### src/hw/rtl/tcsw_pkg.sv
`timescale 1ns / 1ps

package tcsw_pkg;

    // Width of one stored cell: character in the low byte, attribute in the high byte.
    localparam int CELL_W = 16;

    // Character codes with a meaning of their own.
    localparam logic [7:0] CH_NEWLINE   = 8'h0A;
    localparam logic [7:0] CH_BACKSPACE = 8'h08;
    localparam logic [7:0] CH_SPACE     = 8'h20;
    localparam logic [7:0] CH_NUL       = 8'h00;

    // Attribute after reset and the byte mask of the data path.
    localparam logic [7:0] ATTR_RESET = 8'h09;
    localparam logic [7:0] BYTE_MASK  = 8'hFF;

    // Request kinds.
    localparam logic ACT_PUT  = 1'b0;
    localparam logic ACT_READ = 1'b1;

    typedef enum logic [3:0] {
        S_CLEAR,
        S_IDLE,
        S_EXEC,
        S_RDWAIT,
        S_WRAP,
        S_LCLR,
        S_SCAN,
        S_BSW,
        S_DONE
    } tcsw_state_t;

    typedef struct packed {
        logic [4:0]  cursor_row;
        logic [6:0]  cursor_col;
        logic [10:0] cursor_position;
        logic [6:0]  top_line;
        logic        scrolled;
        logic [7:0]  cell_char;
        logic [7:0]  cell_attr;
    } tcsw_result_t;

endpackage

### src/hw/rtl/tcsw_in_if.sv
`timescale 1ns / 1ps

interface tcsw_in_if;
    logic       valid;
    logic       ready;
    logic       action;
    logic [7:0] char_code;
    logic [4:0] read_row;
    logic [6:0] read_col;

    modport source (output valid, output action, output char_code, output read_row,
                    output read_col, input ready);
    modport sink (input valid, input action, input char_code, input read_row,
                  input read_col, output ready);
endinterface

### src/hw/rtl/tcsw_ring_unit.sv
`timescale 1ns / 1ps

module tcsw_ring_unit #(
    parameter int RING_LINES = 128,
    parameter int ROWS       = 25
)
(
    input  logic [$clog2(RING_LINES)-1:0] base,
    input  logic [$clog2(ROWS)-1:0]       offset,
    output logic [$clog2(RING_LINES)-1:0] line
);

    localparam int LINE_W = $clog2(RING_LINES);
    localparam int SUM_W  = $clog2(RING_LINES + ROWS);

    logic [SUM_W-1:0] sum;
    logic [SUM_W-1:0] step1;
    logic [SUM_W-1:0] step2;

    // The sum stays below three ring lengths, so two conditional subtracts reduce it.
    always_comb
    begin
        sum   = SUM_W'(base) + SUM_W'(offset);
        step1 = (sum >= SUM_W'(RING_LINES)) ? sum - SUM_W'(RING_LINES) : sum;
        step2 = (step1 >= SUM_W'(RING_LINES)) ? step1 - SUM_W'(RING_LINES) : step1;
        line  = LINE_W'(step2);
    end

endmodule

### src/hw/rtl/tcsw_ctrl.sv
`timescale 1ns / 1ps

module tcsw_ctrl
    import tcsw_pkg::*;
#(
    parameter int COLUMNS    = 80,
    parameter int ROWS       = 25,
    parameter int RING_LINES = 128,
    parameter int ADDR_W     = 14,
    parameter int DEPTH      = 16384
)
(
    input  logic              clk,
    input  logic              rst_n,
    tcsw_in_if.sink           in_ch,
    input  logic [7:0]        attr,
    output logic              ram_we,
    output logic [ADDR_W-1:0] ram_addr,
    output logic [CELL_W-1:0] ram_wdata,
    input  logic [CELL_W-1:0] ram_rdata,
    output tcsw_result_t      res,
    output logic              res_valid,
    input  logic              res_ready
);

    localparam int COL_W  = $clog2(COLUMNS);
    localparam int ROW_W  = $clog2(ROWS);
    localparam int LINE_W = $clog2(RING_LINES);

    localparam logic [COL_W-1:0] LAST_COL = COL_W'(COLUMNS - 1);
    localparam logic [ROW_W-1:0] LAST_ROW = ROW_W'(ROWS - 1);

    tcsw_state_t state_reg, state_next;

    logic              act_reg, act_next;
    logic [7:0]        ch_reg, ch_next;
    logic [4:0]        rrow_reg, rrow_next;
    logic [6:0]        rcol_reg, rcol_next;
    logic [ROW_W-1:0]  row_reg, row_next;
    logic [COL_W-1:0]  col_reg, col_next;
    logic [LINE_W-1:0] top_reg, top_next;
    logic              nl_reg, nl_next;
    logic              scr_reg, scr_next;
    logic [7:0]        cchar_reg, cchar_next;
    logic [7:0]        cattr_reg, cattr_next;
    logic [COL_W-1:0]  scan_col_reg, scan_col_next;
    logic              pend_reg, pend_next;
    logic [COL_W-1:0]  pend_col_reg, pend_col_next;
    logic [ADDR_W-1:0] clr_cnt_reg, clr_cnt_next;

    logic [ROW_W-1:0]  ring_off;
    logic [LINE_W-1:0] ring_line;
    logic              cell_nonblank;

    tcsw_ring_unit #(
        .RING_LINES (RING_LINES),
        .ROWS       (ROWS)
    ) u_ring (
        .base   (top_reg),
        .offset (ring_off),
        .line   (ring_line)
    );

    assign cell_nonblank = (ram_rdata[7:0] != CH_NUL) && (ram_rdata[7:0] != CH_SPACE);

    always_ff @(posedge clk or negedge rst_n)
    begin
        if (!rst_n)
        begin
            state_reg    <= S_CLEAR;
            act_reg      <= ACT_PUT;
            ch_reg       <= '0;
            rrow_reg     <= '0;
            rcol_reg     <= '0;
            row_reg      <= '0;
            col_reg      <= '0;
            top_reg      <= '0;
            nl_reg       <= 1'b0;
            scr_reg      <= 1'b0;
            cchar_reg    <= '0;
            cattr_reg    <= '0;
            scan_col_reg <= '0;
            pend_reg     <= 1'b0;
            pend_col_reg <= '0;
            clr_cnt_reg  <= '0;
        end
        else
        begin
            state_reg    <= state_next;
            act_reg      <= act_next;
            ch_reg       <= ch_next;
            rrow_reg     <= rrow_next;
            rcol_reg     <= rcol_next;
            row_reg      <= row_next;
            col_reg      <= col_next;
            top_reg      <= top_next;
            nl_reg       <= nl_next;
            scr_reg      <= scr_next;
            cchar_reg    <= cchar_next;
            cattr_reg    <= cattr_next;
            scan_col_reg <= scan_col_next;
            pend_reg     <= pend_next;
            pend_col_reg <= pend_col_next;
            clr_cnt_reg  <= clr_cnt_next;
        end
    end

    always_comb
    begin
        state_next    = state_reg;
        act_next      = act_reg;
        ch_next       = ch_reg;
        rrow_next     = rrow_reg;
        rcol_next     = rcol_reg;
        row_next      = row_reg;
        col_next      = col_reg;
        top_next      = top_reg;
        nl_next       = nl_reg;
        scr_next      = scr_reg;
        cchar_next    = cchar_reg;
        cattr_next    = cattr_reg;
        scan_col_next = scan_col_reg;
        pend_next     = pend_reg;
        pend_col_next = pend_col_reg;
        clr_cnt_next  = clr_cnt_reg;

        in_ch.ready = 1'b0;
        res_valid   = 1'b0;
        ram_we      = 1'b0;
        ram_addr    = {ring_line, col_reg};
        ram_wdata   = {attr, CH_SPACE};
        ring_off    = row_reg;

        unique case (state_reg)
            S_CLEAR:
            begin
                ram_we       = 1'b1;
                ram_addr     = clr_cnt_reg;
                ram_wdata    = '0;
                clr_cnt_next = clr_cnt_reg + 1'b1;
                if (clr_cnt_reg == ADDR_W'(DEPTH - 1))
                begin
                    state_next = S_IDLE;
                end
            end

            S_IDLE:
            begin
                in_ch.ready = 1'b1;
                if (in_ch.valid)
                begin
                    act_next   = in_ch.action;
                    ch_next    = in_ch.char_code;
                    rrow_next  = in_ch.read_row;
                    rcol_next  = in_ch.read_col;
                    nl_next    = 1'b0;
                    scr_next   = 1'b0;
                    cchar_next = '0;
                    cattr_next = '0;
                    state_next = S_EXEC;
                end
            end

            S_EXEC:
            begin
                if (act_reg == ACT_READ)
                begin
                    ring_off = ROW_W'(rrow_reg);
                    if ((rrow_reg < ROWS) && (rcol_reg < COLUMNS))
                    begin
                        ram_addr   = {ring_line, COL_W'(rcol_reg)};
                        state_next = S_RDWAIT;
                    end
                    else
                    begin
                        state_next = S_DONE;
                    end
                end
                else
                begin
                    state_next = S_WRAP;
                    unique case (ch_reg)
                        CH_NEWLINE:
                        begin
                            col_next = '0;
                            nl_next  = 1'b1;
                        end
                        CH_BACKSPACE:
                        begin
                            if (col_reg != '0)
                            begin
                                col_next = col_reg - 1'b1;
                                ram_we   = 1'b1;
                                ram_addr = {ring_line, col_reg - 1'b1};
                            end
                            else if (row_reg != '0)
                            begin
                                row_next      = row_reg - 1'b1;
                                scan_col_next = LAST_COL;
                                pend_next     = 1'b0;
                                state_next    = S_SCAN;
                            end
                            else
                            begin
                                ram_we = 1'b1;
                            end
                        end
                        default:
                        begin
                            ram_we    = 1'b1;
                            ram_wdata = {attr, ch_reg};
                            if (col_reg == LAST_COL)
                            begin
                                col_next = '0;
                                nl_next  = 1'b1;
                            end
                            else
                            begin
                                col_next = col_reg + 1'b1;
                            end
                        end
                    endcase
                end
            end

            S_RDWAIT:
            begin
                cchar_next = ram_rdata[7:0];
                cattr_next = ram_rdata[15:8];
                state_next = S_DONE;
            end

            S_WRAP:
            begin
                // Shared unit forms the advanced top line when scrolling.
                ring_off   = ROW_W'(1);
                state_next = S_DONE;
                if (nl_reg)
                begin
                    if (row_reg == LAST_ROW)
                    begin
                        top_next      = ring_line;
                        scr_next      = 1'b1;
                        scan_col_next = '0;
                        state_next    = S_LCLR;
                    end
                    else
                    begin
                        row_next = row_reg + 1'b1;
                    end
                end
            end

            S_LCLR:
            begin
                ring_off      = LAST_ROW;
                ram_we        = 1'b1;
                ram_addr      = {ring_line, scan_col_reg};
                ram_wdata     = '0;
                scan_col_next = scan_col_reg + 1'b1;
                if (scan_col_reg == LAST_COL)
                begin
                    state_next = S_DONE;
                end
            end

            S_SCAN:
            begin
                // One read issued per cycle; the data of the previous read is checked.
                if (pend_reg && cell_nonblank)
                begin
                    col_next   = (pend_col_reg == LAST_COL) ? LAST_COL : pend_col_reg + 1'b1;
                    state_next = S_BSW;
                end
                else if (pend_reg && (pend_col_reg == '0))
                begin
                    col_next   = '0;
                    state_next = S_BSW;
                end
                else
                begin
                    ram_addr      = {ring_line, scan_col_reg};
                    pend_next     = 1'b1;
                    pend_col_next = scan_col_reg;
                    scan_col_next = scan_col_reg - 1'b1;
                end
            end

            S_BSW:
            begin
                ram_we     = 1'b1;
                state_next = S_DONE;
            end

            S_DONE:
            begin
                res_valid = 1'b1;
                if (res_ready)
                begin
                    state_next = S_IDLE;
                end
            end

            default:
            begin
                state_next = S_IDLE;
            end
        endcase
    end

    always_comb
    begin
        res.cursor_row      = 5'(row_reg);
        res.cursor_col      = 7'(col_reg);
        res.cursor_position = 11'(row_reg * COLUMNS + col_reg);
        res.top_line        = 7'(top_reg);
        res.scrolled        = scr_reg;
        res.cell_char       = cchar_reg;
        res.cell_attr       = cattr_reg;
    end

    // No memory write may happen while a request can be taken.
    a_no_write_idle: assert property (@(posedge clk) disable iff (!rst_n)
        (state_reg == S_IDLE) |-> !ram_we)
        else $error("cell write while idle");

    // An accepted request always goes to the execute step.
    a_accept_exec: assert property (@(posedge clk) disable iff (!rst_n)
        (in_ch.valid && in_ch.ready) |=> (state_reg == S_EXEC))
        else $error("accepted request not executed");

    // The cursor row never leaves the screen.
    a_row_range: assert property (@(posedge clk) disable iff (!rst_n)
        row_reg <= LAST_ROW)
        else $error("cursor row out of range");

    // A scroll leaves the cursor on the bottom row.
    a_scroll_row: assert property (@(posedge clk) disable iff (!rst_n)
        (res_valid && res.scrolled) |-> (row_reg == LAST_ROW))
        else $error("scroll with cursor off the bottom row");

    // The scan issues reads one column below the column being checked.
    a_scan_order: assert property (@(posedge clk) disable iff (!rst_n)
        ((state_reg == S_SCAN) && pend_reg && (pend_col_reg != '0))
        |-> (scan_col_reg == COL_W'(pend_col_reg - 1'b1)))
        else $error("backspace scan out of order");

endmodule

### src/flat_wrapper.sv
// flat-port wrapper written by rule: the top's interface ports become plain ports
module tcsw_ctrl_flat import tcsw_pkg::*;
#(
    parameter int COLUMNS    = 80,
    parameter int ROWS       = 25,
    parameter int RING_LINES = 128,
    parameter int ADDR_W     = 14,
    parameter int DEPTH      = 16384
)
  (clk, rst_n, attr, ram_we, ram_addr, ram_wdata, ram_rdata, res, res_valid, res_ready, in_ch_valid, in_ch_action, in_ch_char_code, in_ch_read_row, in_ch_read_col, in_ch_ready);
  tcsw_in_if in_ch_i ();
  input  logic clk;
  input  logic rst_n;
  input  logic [7:0] attr;
  output logic ram_we;
  output logic [ADDR_W-1:0] ram_addr;
  output logic [CELL_W-1:0] ram_wdata;
  input  logic [CELL_W-1:0] ram_rdata;
  output tcsw_result_t res;
  output logic res_valid;
  input  logic res_ready;
  input wire logic [$bits(in_ch_i.valid)-1:0] in_ch_valid;
  input wire logic [$bits(in_ch_i.action)-1:0] in_ch_action;
  input wire logic [$bits(in_ch_i.char_code)-1:0] in_ch_char_code;
  input wire logic [$bits(in_ch_i.read_row)-1:0] in_ch_read_row;
  input wire logic [$bits(in_ch_i.read_col)-1:0] in_ch_read_col;
  output wire logic [$bits(in_ch_i.ready)-1:0] in_ch_ready;
  assign in_ch_i.valid = in_ch_valid;
  assign in_ch_i.action = in_ch_action;
  assign in_ch_i.char_code = in_ch_char_code;
  assign in_ch_i.read_row = in_ch_read_row;
  assign in_ch_i.read_col = in_ch_read_col;
  assign in_ch_ready = in_ch_i.ready;
  tcsw_ctrl #(.COLUMNS(COLUMNS), .ROWS(ROWS), .RING_LINES(RING_LINES), .ADDR_W(ADDR_W), .DEPTH(DEPTH)) u_core (.clk(clk), .rst_n(rst_n), .in_ch(in_ch_i), .attr(attr), .ram_we(ram_we), .ram_addr(ram_addr), .ram_wdata(ram_wdata), .ram_rdata(ram_rdata), .res(res), .res_valid(res_valid), .res_ready(res_ready));
endmodule
### config.mk
export PLATFORM = sky130hd
export DESIGN_NAME = tcsw_ctrl_flat
export DESIGN_NICKNAME = d
export VERILOG_FILES = /design/src/hw/rtl/tcsw_pkg.sv /design/src/hw/rtl/tcsw_in_if.sv /design/src/hw/rtl/tcsw_ring_unit.sv /design/src/hw/rtl/tcsw_ctrl.sv /design/src/flat_wrapper.sv
export SDC_FILE = /design/constraint.sdc
export NUM_CORES = 1
export LEC_CHECK = 0
export ABC_AREA = 1
export BUFFER_PORTS_ARGS = -buffer_cell sky130_fd_sc_hd__buf_2
export CAP_MARGIN = 5
export CORE_MARGIN = 5
export CORE_UTILIZATION = 25
export CTS_CLUSTER_DIAMETER = 150
export DETAILED_ROUTE_END_ITERATION = 12
export SYNTH_ARGS = -nofsm -noshare
export SYNTH_HDL_FRONTEND = slang
export SYNTH_SLANG_ARGS = --single-unit
### constraint.sdc
create_clock -name clk -period 4.3 [get_ports clk]
set_input_delay 0.86 -clock clk [delete_from_list [all_inputs] [get_ports clk]]
set_output_delay 0.86 -clock clk [all_outputs]
set_load 0.05 [all_outputs]
# Word-level counts from Yosys, hierarchy flattened
# Index checks and enable logic that the tools add are counted.
# classes
addsub	12
n_reduce_logical	30
bitwise	2
shifts	0
eq_ne	33
mul	1
n_div	0
muxes	77
order_cmp	4
# op_table
op	count
$mux W7	21
$pmux W14 S4	1
$mux W4	12
$mux W5	7
$mux W8	4
$pmux W16 S2	1
$pmux W4 S8	1
$pmux W8 S2	2
$pmux W7 S2	2
$pmux W7 S4	1
$add A7 B1 Y7 const B	3
$eq A7 B7 Y1 const B	3
$sub A7 B1 Y7 const B	3
$eq A4 B3 Y1 const B	4
$eq A8 B4 Y1 const B	2
$ge A8 B8 Y1 const B	2
$mux W1	16
$ne A2 B2 Y1 const B	8
$pmux W5 S3	1
$add A14 B1 Y14 const B	1
$eq A14 B14 Y1 const B	1
$reduce_and A7 Y1	2
$ne A2 B1 Y1 const B	6
$pmux W1 S2	6
other kinds (33)	49
# totals
n_memories	0
romBits	0
inputBits	49
latch_bits	0
elab_cells	175
mem_bits_rw	0
ff_bits	91

# Depth between registers and ports, before layout
# Gate-level depths: netlist of run 1.
# depth
word_depth	8
depth_mapped	18
ltp_nobuf	18

# Hierarchy
# Synthesis of run 1 repeated with hierarchy kept, for this count alone.
# hier_totals
cells_unflattened	959
hier_area_um2	6612.6
# modules_own_cells
module	seq_area_each_um2	n_inst	cells_each	area_per_inst_um2
tcsw_ctrl	2277.2	1	918	6367.4
tcsw_ring_unit	0.0	1	41	245.2

# Least setup slack after synthesis of run 1
# Ideal clock, no wire load.
# synth_timing
path_kind	register to output
from	register u_core.act_reg
to	output ram_addr[10]
path_slack_ns	0.286
required_ns	3.440
stages_incl_launch_ff	13
arrival_time_ns	3.154
cell_sequence	dfrtp_1 > clkbuf_1 > inv_1 > nand2_2 > buf_4 > o21ai_2 > a22oi_1 > inv_1 > ha_1 > a21o_1 > a31oi_1 > xor2_1 > o21ai_0
# synth_between
elab_chain_cells	8
elab_cells_between_ends	10
cone_classes	3 x add/sub; 2 x order compare; 5 x mux
# synth_lines
item	line_no	source
start, declared	tcsw_ctrl.sv:35	logic act_reg, act_next;
start signal, assigned	tcsw_ctrl.sv:90	act_reg <= act_next;
$mux W5 *	tcsw_ctrl.sv:166	if (act_reg == ACT_READ)
$pmux W5 S3 *	tcsw_ctrl.sv:134	unique case (state_reg)
$add A7 B5 Y8 *	tcsw_ring_unit.sv:23	sum = SUM_W'(base) + SUM_W'(offset);
$sub A8 B8 Y8 or $ge A8 B8 Y1 (tied branches)	tcsw_ring_unit.sv:24	step1 = (sum >= SUM_W'(RING_LINES)) ? sum - SUM_W'(RING_LINES) : sum;
$mux W8 *	tcsw_ring_unit.sv:24	
$sub A7 B1 Y7 or $ge A8 B8 Y1 (tied branches)	tcsw_ring_unit.sv:25	step2 = (step1 >= SUM_W'(RING_LINES)) ? step1 - SUM_W'(RING_LINES) : step1;
$mux W7 *	tcsw_ring_unit.sv:25	
$pmux W14 S4 *	tcsw_ctrl.sv:134	
end, declared	flat_wrapper.sv:16	output logic [ADDR_W-1:0] ram_addr;
# Every way passes the cells marked *; elsewhere a longest branch is shown, timed or not.

# Worst setup path after layout of run 1
# layout_timing
from	register u_core.state_reg[3]
to	output ram_addr[11]
# layout_between
elab_chain_cells	8
elab_cells_between_ends	14
cone_classes	3 x add/sub; 2 x order compare; 4 x eq/ne; 4 x mux; 1 x reduce/logical
# layout_lines
item	line_no	source
start, declared	tcsw_ctrl.sv:33	tcsw_state_t state_reg, state_next;
start signal, assigned	tcsw_ctrl.sv:89	state_reg <= state_next;
$eq A4 B3 Y1 or $eq A4 B2 Y1 (tied branches)	tcsw_ctrl.sv:134	
$pmux W5 S3	tcsw_ctrl.sv:134	
$add A7 B5 Y8	tcsw_ring_unit.sv:23	
$sub A8 B8 Y8 or $ge A8 B8 Y1 (tied branches)	tcsw_ring_unit.sv:24	
$mux W8	tcsw_ring_unit.sv:24	
$sub A7 B1 Y7 or $ge A8 B8 Y1 (tied branches)	tcsw_ring_unit.sv:25	
$mux W7	tcsw_ring_unit.sv:25	
$pmux W14 S4 *	tcsw_ctrl.sv:134	
# Marked as above.

==> key figures, run 1 <==
Finish
  – Fillers: 2789
  – Seq. cell area: 2280 um2
  – ANT cells: 0
  – Commonest non-fill, non-tap cell in the layout: nand2_1
  – Max reg flops: 14
  – Multi-input gate area: 3710 um2
  – Fraction of layout cells with a size suffix above 1: 20.1%
  – Final nets: 1129
  – Post-route cell area: 7860 um2
  – Commonest cells after routing, fill and taps aside: nand2_1, buf_2, inv_1
  – Area grow syn2layout: 19.9%

Detailed routing
  – Met2 routed WL: 8.66 mm
  – Starting DRC count in detailed routing: 495
  – Vias per inst: 4.60
  – ANT nets after route: 0
  – DR DRC count: 0
  – Via Count: 6370
  – M1 WL: 9.45 mm
  – Metal3 WL: 1.64 mm
  – Wire per inst: 14.6 um
  – Pre-antenna DRT Iters: 5
  – Top Layer Used: met4
  – Total wire length: 20.2 mm

STA
  – RSZ-0062 raised after global routing: false
  – Hold Vio Cnt, Final: 0
  – Final period util: 93.5%
  – Worst hold margin: 0.485 ns
  – Slew Limit Fails: 0
  – Setup Skew: 0.0117 ns
  – Final setup fails: 0
  – Worst slew margin: 31.5%
  – Least-Margin Pin Slew: 1.03 ns
  – Achievable Freq: 249 MHz
  – Setup TNS: 0 ns
  – Tmin final: 4.02 ns

Job
  – Max cap viols: 0

Synthesis
  – Synth warn: 0
  – Seq/Total Area, Yosys: 34.8%
  – Post-synth cell types: 45
  – Async SR Flop Fraction: 100%
  – Synth Flop Type: dfrtp_1
  – Mapped Cells: 928
  – Mapped Avg Cell Area: 7.06 um2
  – Flops & latches, synth: 91
  – Syn Nets: 1011
  – Synth Cell Area: 6550 um2
  – EDFF count, synth: 0

Power and ir drop
  – Worst vdd ir: 166 uV
  – Pwr Total: 0.00187 W
  – Leakage: 4.31 nW
  – PwrDens: 239 nW/um2

Floorplan
  – Num rows: 59
  – I/O Pins: 129
  – Die width: 172 um
  – Die area: 29500 um2
  – Die H: 172 um
  – Initial Util: 25.3%
  – Area of the core: 25900 um2

Critical path
  – Worst Path Required: 3.44 ns
  – Reg2Reg Capture Point: u_core.scan_col_reg[5]
  – CP Max Fanout: 9
  – Critical path cell sequence: inv_1 -> nand2_1 -> inv_2 -> nand2_4 -> inv_2 -> o21ai_2 -> a21oi_1 -> inv_1 -> ha_1 -> fa_1 -> nand3_1 -> nand2_1 -> xor2_1 -> nand3_1 -> o221ai_1 -> buf_2
  – Crit. End Element: output port
  – Buf+Inv Stages, Crit Path: 5
  – Crit Path Class: reg2out
  – Crit path DAT: 3.16 ns
  – Startpoint Class: flop
  – Reg2reg path depth: 10
  – R2R Setup Slk: 1.62 ns
  – CP max-delay cell: fa_1
  – Reg-to-reg startpoint: u_core.state_reg[0]
  – CP peak stage delay: 0.42 ns
  – Crit path max-delay family: buffers and inverters

GRT
  – First-pass GRT wire length: 32.5 mm
  – Vias in the first global route: 6129
  – GRT Residual Overflow: 0
  – Initial antenna violation count: 0
  – Largest net degree at the start of global routing: 76
  – Tot GR Track Use: 13.8%

Clock tree
  – Htree depth: 3
  – Clock slew seen by the registers of the worst setup and hold paths: 0.07 ns
  – Worst skew pair latency: 0.36 ns
  – CTS tree: built
  – Max Root-Sink Buffers: 2
  – Total CTS buffers: 9
  – CTS sink count: 91
  – Post-CTS setup buffer count: 0
  – CTS Root Cell: clkbuf_16

Place
  – Area after DPL: 7490 um2
  – Detail Placement HPWL: 15.9 mm
  – Routability cong.: 0.901
  – Port-buffer cells: 128

Hold path
  – Worst Hold Class: reg2reg
  – WHS Endpoint: u_core.clr_cnt_reg[4]
  – Hold Startpoint: u_core.clr_cnt_reg[4]
  – Depth of the worst hold-timing path: 1

Status
  – Run status: completed
==> repair_timing <==
action,in CTS,in global routing
hold buffers,0,0
setup endpoints to repair,0,1
gates resized for setup,0,2
==> power by group <==
group	switching (W)	internal, W
clock	0.000353	0.000603
sequential	0.00000141	0.000858
combinational	0.0000383	0.0000201
==> worst max-delay path by stage <==
stage	startpoint	to	cells after the start
2_1_floorplan	u_core.act_reg	ram_addr[10]	12
3_3_place_gp	u_core.state_reg[3]	ram_addr[13]	18
3_5_place_dp	u_core.state_reg[3]	ram_addr[13]	18
4_1_cts	u_core.state_reg[3]	ram_addr[13]	18
5_1_grt	u_core.state_reg[3]	ram_addr[13]	18
6_report	u_core.state_reg[3]	ram_addr[11]	16
==> synth_stat cells (all sizes together) (2+ instances only) <==
cell    instances  area, um2
xor2           28        245
nand3          90        478
o211ai          2       15.0
nand4          14       93.8
ha             29        363
a31oi           2       12.5
o21ai          65        344
buf            20        139
fa              5        100
nor3            9       66.3
inv           106        400
dfrtp          91       2280
a22oi           2       15.0
nand2         307       1210
nor2          104        467
a21oi          23        119
xnor2           8       70.1
clkbuf          7       26.3
o22ai           3       18.8
o21bai          3       22.5
or2             3       18.8
==> cell families (layout without fill, tap and decap cells) <==
logic type      after synthesis  after routing  share of synthesized area (%)
fa+ha+maj                    34             34                           7.07
flops                        91             91                           34.8
compound gates              104            104                           8.84
xor+xnor                     36             36                           4.81
buf+inv                     134            257                           8.69
simple gates                529            529                           35.8
==> per-stage QoR <==
| stage | instances | setup WS, ns | util, % |
|---|---|---|---|
| after floorplan | 928 | 0.286 | - |
| after global placement | 1370 | 0.664 | 28.9 |
| after detailed placement | 1370 | 0.647 | 28.9 |
| after CTS | 1386 | 0.243 | 30.3 |
| after global routing | 1386 | 0.0283 | 30.3 |
| final | 1386 | 0.280 | 30.3 |
==> layer usage <==
layer	track usage, %	vias to the layer above
met4	4.14	0
li1	-	3197
met1	19.1	2919
met5	0	-
met3	2.95	32
met2	21.8	222
==> final cells by class <==
type / count / area share [%]
multi-input combinational: 703 / 47.2
clock buffer: 11 / 3.22
sequential: 91 / 29.0
inverter: 107 / 5.14
clock inverter: 5 / 1.37
timing repair buffer: 134 / 8.79
tap: 335 / 5.33
(Power assumes the default switching activity.)
==> run 2, diff against run 1 <==
--- a/config.mk
+++ b/config.mk
@@ -6,7 +6,7 @@
 export NUM_CORES = 1
 export LEC_CHECK = 0
 export ABC_AREA = 1
-export BUFFER_PORTS_ARGS = -buffer_cell sky130_fd_sc_hd__buf_2
+export BUFFER_PORTS_ARGS = -buffer_cell sky130_fd_sc_hd__buf_4
 export CAP_MARGIN = 5
 export CORE_MARGIN = 5
 export CORE_UTILIZATION = 25
==> key figures, run 2 (same netlist as run 1, synthesis figures left out) <==
Detailed routing
  – Wire per inst: 14.8 um (+1.2%)
  – Total wire length: 20.5 mm (+1.2%)
  – DR DRC count: 0 (unchanged)
  – Starting DRC count in detailed routing: 359 (-27%)
  – Via Count: 6400 (+0.47%)
  – Vias per inst: 4.62 (+0.47%)
  – Top Layer Used: met4
  – Metal3 WL: 1.40 mm (-15%)
  – Pre-antenna DRT Iters: 7 (+2)
  – M1 WL: 9.49 mm (+0.47%)
  – Met2 routed WL: 9.24 mm (+6.6%)
  – ANT nets after route: 0 (unchanged)

Power and ir drop
  – Switching Power: 0.000413 W (+5.1%)
  – Clock power share: 45.8% (-5.2 points)
  – Worst vdd ir: 148 uV (-11%)
  – Int Power: 0.00131 W (-12%)
  – Leakage: 4.37 nW (+1.4%)
  – PwrDens: 212 nW/um2 (-11%)
  – Switching Fraction: 24.0% (+3.0 points)
  – Reg power frac: 50.0% (+4.1 points)
  – Comb power frac: 4.2% (+1.1 points)

Critical path
  – Worst Path Required: 3.44 ns (about the same)
  – CP peak stage delay: 0.46 ns (+0.04 ns)
  – R2R Setup Slk: 1.64 ns (+0.02 ns)
  – Startpoint Class: flop
  – Reg2Reg Capture Point: u_core.scan_col_reg[5]
  – Crit path top cell by count: nand2_1
  – Crit path max-delay family: simple AND/OR/NAND/NOR gates
  – Reg2reg path depth: 10 (unchanged)
  – Crit path DAT: 3.10 ns (-0.06 ns)
  – CP Max Fanout: 5 (-4)
  – Critical path cell sequence: inv_2 -> nand2_4 -> inv_4 -> nand2_2 -> nand2_2 -> o21ai_2 -> a21oi_1 -> inv_1 -> ha_1 -> fa_1 -> nand3_1 -> nand2_1 -> nand2_1 -> a21oi_1 -> xor2_1 -> nand2_1 -> nand2_1 -> buf_4
  – Buf+Inv Stages, Crit Path: 4 (-1)
  – CP max-delay cell: dfrtp_1
  – Crit Path Class: reg2out
  – Crit. End Element: output port
  – Reg-to-reg startpoint: u_core.state_reg[0]

Floorplan
  – Die H: 172 um (unchanged)
  – Die area: 29500 um2 (unchanged)
  – I/O Pins: 129 (unchanged)
  – Area of the core: 25900 um2 (unchanged)
  – Initial Util: 25.3% (unchanged)
  – Num rows: 59 (unchanged)
  – Die width: 172 um (unchanged)

Finish
  – Fillers: 2808 (+0.68%)
  – Fraction of layout cells with a size suffix above 1: 20.1% (unchanged)
  – Multi-input gate area: 3710 um2 (+0.14%)
  – Commonest non-fill, non-tap cell in the layout: nand2_1
  – Max reg flops: 14 (unchanged)
  – Final nets: 1129 (unchanged)
  – Commonest cells after routing, fill and taps aside: nand2_1, buf_4, inv_1
  – ANT cells: 0 (unchanged)
  – Seq. cell area: 2280 um2 (unchanged)
  – Area grow syn2layout: 23.7%

STA
  – Tmin final: 3.96 ns (-0.0623 ns)
  – Worst slew margin: 38.2% (+6.6 points)
  – Setup Skew: 0.00853 ns (-0.00314 ns)
  – Hold Vio Cnt, Final: 0 (unchanged)
  – Worst hold margin: 0.495 ns (+0.00936 ns)
  – Final period util: 92.0% (-1.4 points)
  – Setup TNS: 0 ns (unchanged)
  – Achievable Freq: 253 MHz (+1.6%)
  – Slew Limit Fails: 0 (unchanged)
  – RSZ-0062 raised after global routing: false
  – Final setup fails: 0 (unchanged)
  – Least-Margin Pin Slew: 0.922 ns (-0.105 ns)

GRT
  – Vias in the first global route: 6074 (-0.90%)
  – Tot GR Track Use: 13.9% (+0.054 points)
  – Largest net degree at the start of global routing: 64 (-16%)
  – First-pass GRT wire length: 32.4 mm (-0.28%)
  – GRT Residual Overflow: 0 (unchanged)
  – Initial antenna violation count: 0 (unchanged)

Hold path
  – WHS Endpoint: u_core.clr_cnt_reg[12]
  – Hold Startpoint: u_core.clr_cnt_reg[12]
  – Worst Hold Class: reg2reg
  – Depth of the worst hold-timing path: 1 (unchanged)

Clock tree
  – Worst skew pair latency: 0.36 ns (about the same)
  – Total CTS buffers: 9 (unchanged)
  – CTS Root Cell: clkbuf_16
  – CTS tree: built
  – CTS sink count: 91 (unchanged)
  – Clock slew seen by the registers of the worst setup and hold paths: 0.07 ns (about the same)
  – Htree depth: 3 (unchanged)
  – Max Root-Sink Buffers: 2 (unchanged)

Status
  – Run status: completed

Place
  – Routability cong.: 0.885 (-1.7%)
  – Port-buffer cells: 128 (unchanged)
  – Detail Placement HPWL: 16.2 mm (+2.1%)

Job
  – Max cap viols: 0 (unchanged)
run 2: changes by cell type in the layout (fill, tap and decap cells not counted), sizes merged:
cell,before,now
clkinv,2,4
bufinv,3,0
inv,107,109
clkbuf,11,10
run 2: layout make-up:
type | instances | area share [%]
Timing Repair Buffer | 134 | 12.4
Sequential cell | 91 | 28.1
Multi-Input combinational cell | 703 | 45.8
Inverter | 107 | 4.99
Tap cell | 335 | 5.17
Clock buffer | 10 | 2.95
Clock inverter | 6 | 0.587
run 2: through the flow:
step / utilization, % / power, W / area [um2] / setup slack [ns] / std cells
floorplan: - / 0.000890 / 6550 / 0.286 / 928
finish: 31.3 / 0.00172 / 8100 / 0.343 / 1386
CTS: 31.3 / 0.00174 / 8100 / 0.235 / 1386
detailed placement: 30.2 / 0.000950 / 7810 / 0.638 / 1370
global route: 31.3 / 0.00178 / 8100 / 0.0452 / 1386
global placement: 30.2 / 0.000949 / 7810 / 0.674 / 1370
run 2: what timing repair did:
action | in CTS | in global routing
setup buffers | 0 | 0
resized for setup | 0 | 1
setup endpoints to repair | 0 | 1
hold buffers | 0 | 0
run 2: how the worst max path moves through the flow:
| stage | start | end | slack (ns) | depth (start not counted) |
|---|---|---|---|---|
| 2_1_floorplan | u_core.act_reg | ram_addr[10] | 0.29 | 12 |
| 3_3_place_gp | u_core.state_reg[0] | ram_addr[13] | 0.67 | 17 |
| 3_5_place_dp | u_core.state_reg[0] | ram_addr[13] | 0.64 | 17 |
| 4_1_cts | u_core.act_reg | ram_addr[13] | 0.23 | 15 |
| 5_1_grt | u_core.state_reg[0] | ram_addr[13] | 0.05 | 19 |
| 6_report | u_core.state_reg[0] | ram_addr[13] | 0.34 | 18 |
run 2: power by group through the flow:
stage               Clock (W)  Sequential (W)  Combinational (W)
floorplan                   0        0.000884         0.00000563
global placement            0        0.000876          0.0000734
detailed placement          0        0.000876          0.0000743
CTS                  0.000810        0.000859          0.0000744
global route         0.000841        0.000859          0.0000803
finish               0.000788        0.000859          0.0000722
run 2: metal layers:
layer	up-vias	track usage, %
li1	3203	-
met2	201	22.2
met4	0	3.79
met3	26	3.02
met1	2970	19.0
met5	-	0
==> run 3, diff against run 2 <==
--- a/config.mk
+++ b/config.mk
@@ -14,4 +14,5 @@
 export DETAILED_ROUTE_END_ITERATION = 12
 export SYNTH_ARGS = -nofsm -noshare
 export SYNTH_HDL_FRONTEND = slang
+export SYNTH_HIERARCHICAL = 1
 export SYNTH_SLANG_ARGS = --single-unit
==> key figures, run 3 <==
STA
  – Achievable Freq: 246 MHz (-2.5%)
  – Final period util: 94.4% (+2.4 points)
  – Final setup fails: 0 (unchanged)
  – Setup TNS: 0 ns (unchanged)
  – Slew Limit Fails: 0 (unchanged)
  – Worst slew margin: 30.4% (-7.8 points)
  – Tmin final: 4.06 ns (+0.101 ns)
  – RSZ-0062 raised after global routing: false
  – Least-Margin Pin Slew: 1.04 ns (+0.122 ns)
  – Setup Skew: 0.0126 ns (+0.00408 ns)
  – Hold Vio Cnt, Final: 0 (unchanged)

Clock tree
  – CTS sink count: 91 (unchanged)
  – CTS Root Cell: clkbuf_16
  – Clock slew seen by the registers of the worst setup and hold paths: 0.07 ns (about the same)
  – Post-CTS Hold Fix Bufs: 0 (unchanged)
  – Worst skew pair latency: 0.35 ns (about the same)
  – Htree depth: 3 (unchanged)
  – Max Root-Sink Buffers: 2 (unchanged)
  – CTS tree: built
  – Post-CTS setup buffer count: 0 (unchanged)
  – Total CTS buffers: 9 (unchanged)

Power and ir drop
  – PwrDens: 757 nW/um2 (+260%)
  – Leakage: 4.30 nW (-1.4%)
  – Worst vdd ir: 562 uV (+280%)

Synthesis
  – Mapped Avg Cell Area: 6.90 um2 (-2.3%)
  – Post-synth top cells: nand2_1, nand3_1, inv_1, dfrtp_1, nor2_1
  – Synth Flop Type: dfrtp_1
  – Post-synth cell types: 41 (-8.9%)
  – Mapped Cells: 959 (+3.3%)
  – EDFF count, synth: 0 (unchanged)
  – Share of the synthesized area in the top cell type: 34.4% (-0.32 points)
  – Syn Nets: 1041 (+3.0%)
  – Async SR Flop Fraction: 100% (unchanged)
  – Synth warn: 6 (+6)
  – Synth Cell Area: 6610 um2 (+0.92%)
  – Area leader, netlist: dfrtp_1
  – Seq/Total Area, Yosys: 34.4% (-0.32 points)
  – Top cells by area, synth: dfrtp_1, nand2_1, nand3_1, inv_1, ha_1
  – Flops & latches, synth: 91 (unchanged)
  – Most common cell in the netlist: nand2_1

Finish
  – Final Util: 31.3% (+0.034 points)
  – Commonest cells after routing, fill and taps aside: nand2_1, buf_4, nand3_1
  – Final nets: 1156 (+2.4%)
  – Max reg flops: 14 (unchanged)
  – ANT cells: 0 (unchanged)
  – Fraction of layout cells with a size suffix above 1: 18.2% (-1.9 points)
  – Commonest non-fill, non-tap cell in the layout: nand2_1
  – Area grow syn2layout: 23.4%

Critical path
  – Startpoint Class: flop
  – Crit. End Element: output port
  – Crit path max-delay family: simple AND/OR/NAND/NOR gates
  – Critical path cell sequence: inv_2 -> nor2_2 -> nand2_2 -> inv_4 -> nand2_2 -> nand2_1 -> inv_2 -> o221ai_1 -> ha_1 -> fa_1 -> nand2_1 -> nand2_1 -> nand2_1 -> xnor2_1 -> nand2_1 -> o21ai_0 -> buf_4
  – CP Max Fanout: 13 (+8)
  – CP max-delay cell: fa_1
  – Crit path DAT: 3.20 ns (+0.10 ns)
  – Crit Path Class: reg2out
  – Crit path top cell by count: nand2_1
  – Worst Path Required: 3.44 ns (about the same)
  – Buf+Inv Stages, Crit Path: 4 (unchanged)
  – CP peak stage delay: 0.44 ns (-0.02 ns)

Floorplan
  – Die width: 173 um (+0.43%)
  – I/O Pins: 129 (unchanged)
  – Initial Util: 25.4% (+0.087 points)
  – Die H: 173 um (+0.43%)
  – Area of the core: 26100 um2 (+0.57%)
  – Num rows: 59 (unchanged)
  – Die area: 29800 um2 (+0.86%)

Place
  – Detail Placement HPWL: 16.5 mm (+1.4%)
  – Routability cong.: 0.877 (-0.90%)
  – Port-buffer cells: 128 (unchanged)

Detailed routing
  – Pre-antenna DRT Iters: 5 (-2)
  – Starting DRC count in detailed routing: 535 (+49%)
  – Wire per inst: 15.3 um (+3.3%)
  – ANT nets after route: 0 (unchanged)
  – Total wire length: 21.6 mm (+5.4%)
  – DR DRC count: 0 (unchanged)
  – Via Count: 6701 (+4.7%)
  – Vias per inst: 4.74 (+2.6%)

GRT
  – GRT busiest layer: met2
  – M3 GR Usage: 3.30% (+0.28 points)
  – Met1 GRT Util: 19.7% (+0.75 points)
  – First-pass GRT wire length: 34.4 mm (+6.2%)
  – Largest net degree at the start of global routing: 78 (+22%)
  – GRT Residual Overflow: 0 (unchanged)
  – Vias in the first global route: 6367 (+4.8%)
  – Initial antenna violation count: 0 (unchanged)
  – Met2 Track Usage GR: 22.2% (about the same)
  – Tot GR Track Use: 14.0% (+0.18 points)

Job
  – Max cap viols: 0 (unchanged)

Hold path
  – Worst Hold Class: reg2reg

Status
  – Run status: completed
[run 3: changes by cell type after synthesis, sizes merged, moves of 3 or more]
cell,change
nor4,+3
nand3,+19
clkbuf,+3
nand2,-6
nand4,+11
inv,+7
xor2,-3
[run 3: cell families after synthesis]
kind of cell | count (synthesis) | synth area share [%]
XOR/XNOR | 33 | 4.37
buffers and inverters | 147 | 9.18
AO/OA/AOI/OAI | 102 | 8.29
AND/OR/NAND/NOR | 553 | 36.9
flip-flops | 91 | 34.4
adder cells (fa/ha/maj) | 33 | 6.81
[run 3: path summary, 6_finish.rpt]
path,start,endpoint,slack [ns],cells past startpoint
max in group asynchronous,rst_n,u_core/rrow_reg[4],2.77,2
worst min register to register,u_core/rcol_reg[0],u_core/rcol_reg[0],0.50,2
worst max-delay path,u_core/state_reg[1],ram_addr[11],0.24,17
worst max register to register,u_core/state_reg[1],u_core/top_reg[6],1.60,18
min in group asynchronous,rst_n,u_core/cattr_reg[7],0.67,1
worst min-delay path,u_core/rcol_reg[0],u_core/rcol_reg[0],0.50,2
[run 3: metal layers]
layer | vias up | routed length (um)
met1 | 3129 | 10000
met4 | 0 | 217
met3 | 19 | 1590
met2 | 242 | 9750
met5 | - | 0
li1 | 3311 | -
[run 3: through the flow]
step	hold WS, ns	total power (W)	instance area (um2)	worst slack [ns]	std cells
after floorplan	0.437	0.00423	6610	0.210	959
after global placement	0.482	0.00536	7880	0.575	1398
after detailed placement	0.483	0.00539	7880	0.471	1398
after CTS	0.502	0.00620	8160	0.0841	1414
after global routing	0.509	0.00661	8160	0.00939	1414
final	0.503	0.00617	8160	0.241	1414
[run 3: what timing repair did]
item,4_1_cts,5_1_grt
endpoints found under the setup margin,0,5
resized for setup,0,1
hold endpoints to repair,0,0
[run 3: worst reg2reg max path: stages (launching register included)]
cell and delay, ns:
dfrtp_1 0.43, inv_2 0.08, nor2_2 0.05, nand2_2 0.22
inv_4 0.13, nand2_2 0.14, nand2_1 0.08, inv_2 0.09
o221ai_1 0.13, ha_1 0.28, fa_1 0.44, nand2_1 0.09
nand2_1 0.09, nand3_2 0.08, nand2_1 0.05, nand2_1 0.05
nand2_1 0.06, nand2_1 0.06, nand2_1 0.05
[run 3: power by group]
group          total (W)  internal (W)  switching (W)
logic            0.00391       0.00113        0.00279
clock network   0.000786      0.000411       0.000375
registers        0.00147       0.00114       0.000332
total            0.00617       0.00268        0.00349
[run 3: cell type report]
type                    instances  area, um2
flip-flops and latches         91       2280
inverters                     116        438
clock buffers                  11        243
clock inverters                 5       37.5
fillers                      2833      17900
multi-input cells             721       3730
well taps                     335        419
repair buffers                135       1010
